File: config.mk
export PLATFORM = sky130hd
export DESIGN_NAME = pvram_cfg_regs
export DESIGN_NICKNAME = d
export VERILOG_FILES = /design/src/rtl/core/pvram_pkg.sv /design/src/rtl/core/pvram_cfg_regs.sv
export SDC_FILE = /design/constraint.sdc
export NUM_CORES = 1
export LEC_CHECK = 0
export ABC_AREA = 1
export BUFFER_PORTS_ARGS = -buffer_cell sky130_fd_sc_hd__buf_2
export CORE_ASPECT_RATIO = 0.5
export CORE_MARGIN = 8
export CORE_UTILIZATION = 53
export CTS_BUF_LIST = sky130_fd_sc_hd__clkbuf_2 sky130_fd_sc_hd__clkbuf_4 sky130_fd_sc_hd__clkbuf_8
export DETAILED_ROUTE_END_ITERATION = 12
export PLACE_DENSITY = 0.95
export SLEW_MARGIN = 20
export SYNTH_ARGS = -nofsm -noshare
export SYNTH_HDL_FRONTEND = slang
export SYNTH_SLANG_ARGS = --single-unit
File: constraint.sdc
create_clock -name clk -period 4.06 [get_ports clk]
set_input_delay 0.812 -clock clk [delete_from_list [all_inputs] [get_ports clk]]
set_output_delay 0.812 -clock clk [all_outputs]
set_load 0.05 [all_outputs]
File: src/rtl/core/pvram_pkg.sv
// ----------------------------------------------------------------------------
// pvram_pkg: shared types and constants for the planar graphics memory port
// Holds the beat structs, command codes, register indexes and sequencer states.
// ----------------------------------------------------------------------------
`default_nettype none

package pvram_pkg;

    localparam int MemBytes = 262144;

    typedef enum logic [1:0] {
        CMD_BYTE_READ  = 2'd0,
        CMD_BYTE_WRITE = 2'd1,
        CMD_WORD_READ  = 2'd2,
        CMD_WORD_WRITE = 2'd3
    } cmd_t;

    typedef struct packed {
        logic [1:0]  command;
        logic [17:0] address;
        logic [15:0] write_data;
    } in_beat_t;

    typedef struct packed {
        logic [15:0] read_data;
        logic [3:0]  wait_cycles;
    } out_beat_t;

    localparam logic [2:0] REG_ACCESS_CONTROL = 3'd0;
    localparam logic [2:0] REG_PLANE_MASKS    = 3'd1;
    localparam logic [2:0] REG_ADVANCED_MODE  = 3'd2;
    localparam logic [2:0] REG_SINGLE_WRITE   = 3'd3;
    localparam logic [2:0] REG_PLANE_ROPS     = 3'd4;
    localparam logic [2:0] REG_COMPARE_DATA   = 3'd5;
    localparam logic [2:0] REG_PAGE_SETUP     = 3'd6;

    localparam logic [1:0] SRC_LOGIC = 2'd0;
    localparam logic [1:0] SRC_PAT   = 2'd1;
    localparam logic [1:0] SRC_CPU   = 2'd2;
    localparam logic [1:0] SRC_MEM   = 2'd3;

    typedef struct packed {
        logic [2:0]  access_control;
        logic [7:0]  plane_masks;
        logic [7:0]  advanced_mode;
        logic [1:0]  single_write_mode;
        logic [31:0] plane_rops;
        logic [31:0] compare_data;
        logic [47:0] single_page_setup;
    } cfg_t;

    typedef enum logic [3:0] {
        ST_CLEAR,
        ST_IDLE,
        ST_RD_ADDR,
        ST_RD_WAIT,
        ST_RD_DATA,
        ST_WR_ADDR,
        ST_WR_WAIT,
        ST_WR_DATA,
        ST_NEXT,
        ST_OUT
    } state_t;

    // Logic unit: bit (pat*4 + cpu*2 + mem) of the rop byte, per bit lane
    function automatic logic [7:0] rop8(input logic [7:0] rop, input logic [7:0] pat,
                                       input logic [7:0] cpu, input logic [7:0] mem);
        logic [7:0] r;
        r = '0;
        for (int b = 0; b < 8; b++) begin
            r[b] = rop[{pat[b], cpu[b], mem[b]}];
        end
        return r;
    endfunction

    function automatic logic [7:0] pick8(input logic [1:0] sel, input logic [7:0] rop,
                                        input logic [7:0] pat, input logic [7:0] cpu,
                                        input logic [7:0] mem);
        logic [7:0] r;
        unique case (sel)
            SRC_LOGIC: r = rop8(rop, pat, cpu, mem);
            SRC_PAT:   r = pat;
            SRC_CPU:   r = cpu;
            default:   r = mem;
        endcase
        return r;
    endfunction

endpackage

`default_nettype wire

File: src/rtl/core/pvram_cfg_regs.sv
// ----------------------------------------------------------------------------
// pvram_cfg_regs: configuration register file
// APB-style write and read of the seven control registers at 8-byte spacing.
// ----------------------------------------------------------------------------
`default_nettype none

module pvram_cfg_regs (
    input  wire logic                  clk,
    input  wire logic                  rst_n,
    input  wire logic                  psel,
    input  wire logic                  penable,
    input  wire logic                  pwrite,
    input  wire logic [5:0]            paddr,
    input  wire logic [63:0]           pwdata,
    output logic      [63:0]           prdata,
    output pvram_pkg::cfg_t            cfg
);
    import pvram_pkg::*;

    cfg_t       cfg_reg;
    logic [2:0] idx;
    logic       wr_en;

    assign idx   = paddr[5:3];
    assign wr_en = psel && penable && pwrite;
    assign cfg   = cfg_reg;

    // Capture register writes
    always_ff @(posedge clk or negedge rst_n) begin
        if (!rst_n) begin
            cfg_reg <= '0;
        end else if (wr_en) begin
            unique case (idx)
                REG_ACCESS_CONTROL: cfg_reg.access_control    <= pwdata[2:0];
                REG_PLANE_MASKS:    cfg_reg.plane_masks       <= pwdata[7:0];
                REG_ADVANCED_MODE:  cfg_reg.advanced_mode     <= pwdata[7:0];
                REG_SINGLE_WRITE:   cfg_reg.single_write_mode <= pwdata[1:0];
                REG_PLANE_ROPS:     cfg_reg.plane_rops        <= pwdata[31:0];
                REG_COMPARE_DATA:   cfg_reg.compare_data      <= pwdata[31:0];
                REG_PAGE_SETUP:     cfg_reg.single_page_setup <= pwdata[47:0];
                default: ;
            endcase
        end
    end

    // Return the addressed register
    always_comb begin
        unique case (idx)
            REG_ACCESS_CONTROL: prdata = {61'd0, cfg_reg.access_control};
            REG_PLANE_MASKS:    prdata = {56'd0, cfg_reg.plane_masks};
            REG_ADVANCED_MODE:  prdata = {56'd0, cfg_reg.advanced_mode};
            REG_SINGLE_WRITE:   prdata = {62'd0, cfg_reg.single_write_mode};
            REG_PLANE_ROPS:     prdata = {32'd0, cfg_reg.plane_rops};
            REG_COMPARE_DATA:   prdata = {32'd0, cfg_reg.compare_data};
            REG_PAGE_SETUP:     prdata = {16'd0, cfg_reg.single_page_setup};
            default:            prdata = '0;
        endcase
    end

endmodule

`default_nettype wire

==> summary.md <==
| Metric | Value |
|---|---|
| Outcome | `complete, no violations` |
| Max reg flops | `133` |
| Overall power | `4.93 mW` |
| Post-layout minimum cycle time | `3500 ps` |
| Gp weighted congestion | `0.850` |
| Synth area leader | `dfrtp_1` |
| Cell depth of the worst flop-to-flop path | `2` |
| Hold Buf Count CTS | `0` |
| Via count | `6516` |
| Post-route cell area | `8000 µm²` |
| Root buffer cell | `clkbuf_8` |
| Crit path cell chain | `buf_2 > nor2_4 > nand2_1 > inv_1 > buf_4 > nand2_1 > nand3_1 > buf_2` |
| Setup violations, final | `0` |
| Startpoint Class | `primary input` |
| CTS Buffer Depth | `2` |
| Post-CTS sizing | `0` |
| Leakage | `4.60 nW` |
| Num CTS Buffers | `17` |
| Drt total wl | `20.7 mm` |
| Critical path class | `in2out` |
| Clk sink count | `133` |
| Hold Fails Final Rpt | `0` |
| First-pass DRT Iterations | `7` |
| Final Core Density | `67.7%` |
| Die width | `171 µm` |
| Post-synthesis area per instance | `7.81 µm²` |
| 1st-iter DRT viols | `578` |
| Fraction of layout cells with a size suffix above 1 | `27.6%` |
| Synth Instances | `819` |
| Worst VDD drop | `0.279 mV` |
| Number of I/O pins | `272` |
| Place WS | `615 ps` |
| Clk slew on worst S/H paths | `80 ps` |
| DR WL/cell | `17.1 µm` |
| Vias/cell | `5.39` |
| Seq/Total Area, Yosys | `52.0%` |
| Crit. End Element | `output port` |
| Final std cells w/o fill | `1209` |
| Crit path max fanout | `16` |
| Port Buffers | `236` |
| Clock skew | `0 ps` |
| Yosys reg bits | `133` |
| Post-CTS setup buffer count | `0` |
| Critical R2R Launch | `cfg[121]` |
| Synth top area share | `52.0%` |
| Worst endpoint data arrival time | `2680 ps` |
| Final setup margin | `565 ps` |
| CP bufs+invs | `4` |
| Max Slew Vio Count | `0` |
| Post-DP HPWL | `14.3 mm` |
| Area Growth Syn to Fin | `25.0%` |
| Req. time, crit path | `3250 ps` |
| Fmax | `286 MHz` |
| Setup TNS | `0 ps` |
| Die Y | `93.7 µm` |
| DR WL met3 | `1.42 mm` |
| Post-Place Cells | `1176` |
| Yosys warns | `0` |
| R2R Path End | `cfg[121]` |
| Initial antenna violation count | `2` |
| Delay-heaviest family, CP | `buffers and inverters` |
| Global-route wire length before repair | `32.6 mm` |
| TritonCTS clock tree | `built` |
| Max-cap check violation count | `0` |
| Hold Crit Class | `in2async` |
| Tcrit/Tclk final | `86.1%` |
| Hold slack final | `512 ps` |
| Cell row count | `28` |
| Reg2reg setup slack | `3320 ps` |
| RSZ-0062 raised after global routing | `false` |
| Worst Tran Pin Value | `956 ps` |
| Core area | `11800 µm²` |
| Clock latency on the worst-skew pair | `410 ps` |
| Netlist Area Pre-Place | `6390 µm²` |
| M1 WL | `7.99 mm` |
| GRT Total Usage | `25.2%` |
| Vias in the first global route | `6451` |
| Synth area leaders | `dfrtp_1 (52%), nand2_1 (19%), o21ai_0 (9.6%)` |
| Slew HR | `36.1%` |
| Met2 wire length | `10.5 mm` |
| Total Die Area | `16000 µm²` |
| Slowest stage delay, CP | `530 ps` |
| Largest net degree at the start of global routing | `72` |
| Grt total ovfl | `0` |
| Pwr dens | `617 nW/µm²` |
| Drt drc | `0` |
| Fill count | `954` |
| H-tree depth | `4` |
| Routed Antenna Nets | `0` |
| Post-place instance area | `7540 µm²` |
| Crit-path slowest cell | `inv_1` |
| Top routing layer used | `met5` |
| Nets | `1105` |
| Initial Util | `54.2%` |
| Synth unique cells | `19` |
-- cells in the mapped netlist --
library cell / n
o21ai_0: 123
nor2_8: 2
nand2_4: 2
buf_2: 19
dfrtp_1: 133
buf_6: 3
nand4_1: 20
nand2_1: 332
nor2_4: 4
buf_4: 23
clkbuf_1: 21
conb_1: 1
nand3_2: 1
inv_1: 41
o21ai_1: 10
inv_4: 1
nand3_1: 45
inv_2: 2
nor2_1: 36
-- routing by layer --
metal | track usage [%] | vias up
met5 | 0 | -
met1 | 29.5 | 3123
met3 | 4.78 | 69
met4 | 14.5 | 2
met2 | 43.4 | 314
li1 | - | 3008
-- cell usage in the layout, fill, tap and decap left out --
cell type,instances
buf_12,1
nor2_1,36
conb_1,16
diode_2,1
clkinvlp_4,5
nor2_8,2
nand2_4,2
nor2_4,4
nand2_1,332
buf_4,7
bufinv_16,5
nand4_1,20
dfrtp_1,133
clkinv_2,4
inv_1,41
nand3_2,1
o21ai_0,123
nand3_1,44
inv_2,2
o21ai_1,10
inv_4,1
nand3_4,1
buf_2,235
clkbuf_8,18
-- worst max-delay path by stage --
stage	start	to	slack, ps	cells after the start
4_1_cts	paddr[4]	prdata[17]	610	8
6_report	paddr[4]	prdata[17]	560	8
3_5_place_dp	paddr[4]	prdata[17]	610	8
5_1_grt	paddr[4]	prdata[12]	460	8
2_1_floorplan	paddr[4]	prdata[32]	1020	7
3_3_place_gp	paddr[4]	prdata[11]	690	8
-- cells by family (layout without fill, tap and decap cells) --
logic type | after synthesis | in the layout | synth area share (%)
buffers and inverters | 110 | 319 | 8.57
flip-flops | 133 | 133 | 52.0
other | 1 | 17 | 0.0586
AO/OA/AOI/OAI | 133 | 133 | 10.4
AND/OR/NAND/NOR | 442 | 442 | 28.9
-- power breakdown --
part	switching (mW)	internal, mW	total [mW]
combinational	1.54	0.348	1.89
clock	0.520	0.743	1.26
sequential	0.201	1.58	1.78
total	2.26	2.67	4.93
-- area by class of cell --
class                      count  area (µm²)  share of cell area (%)
antenna                        1        2.50                  0.0313
tap                          165         206                    2.58
inverter                      44         168                    2.10
sequential                   133        3330                    41.6
clock buffer                  18         248                    3.10
clock inverter                14         208                    2.60
timing repair buffer         243        1250                    15.6
multi-input combinational    591        2590                    32.4
Power figures use the tool's default switching activity.
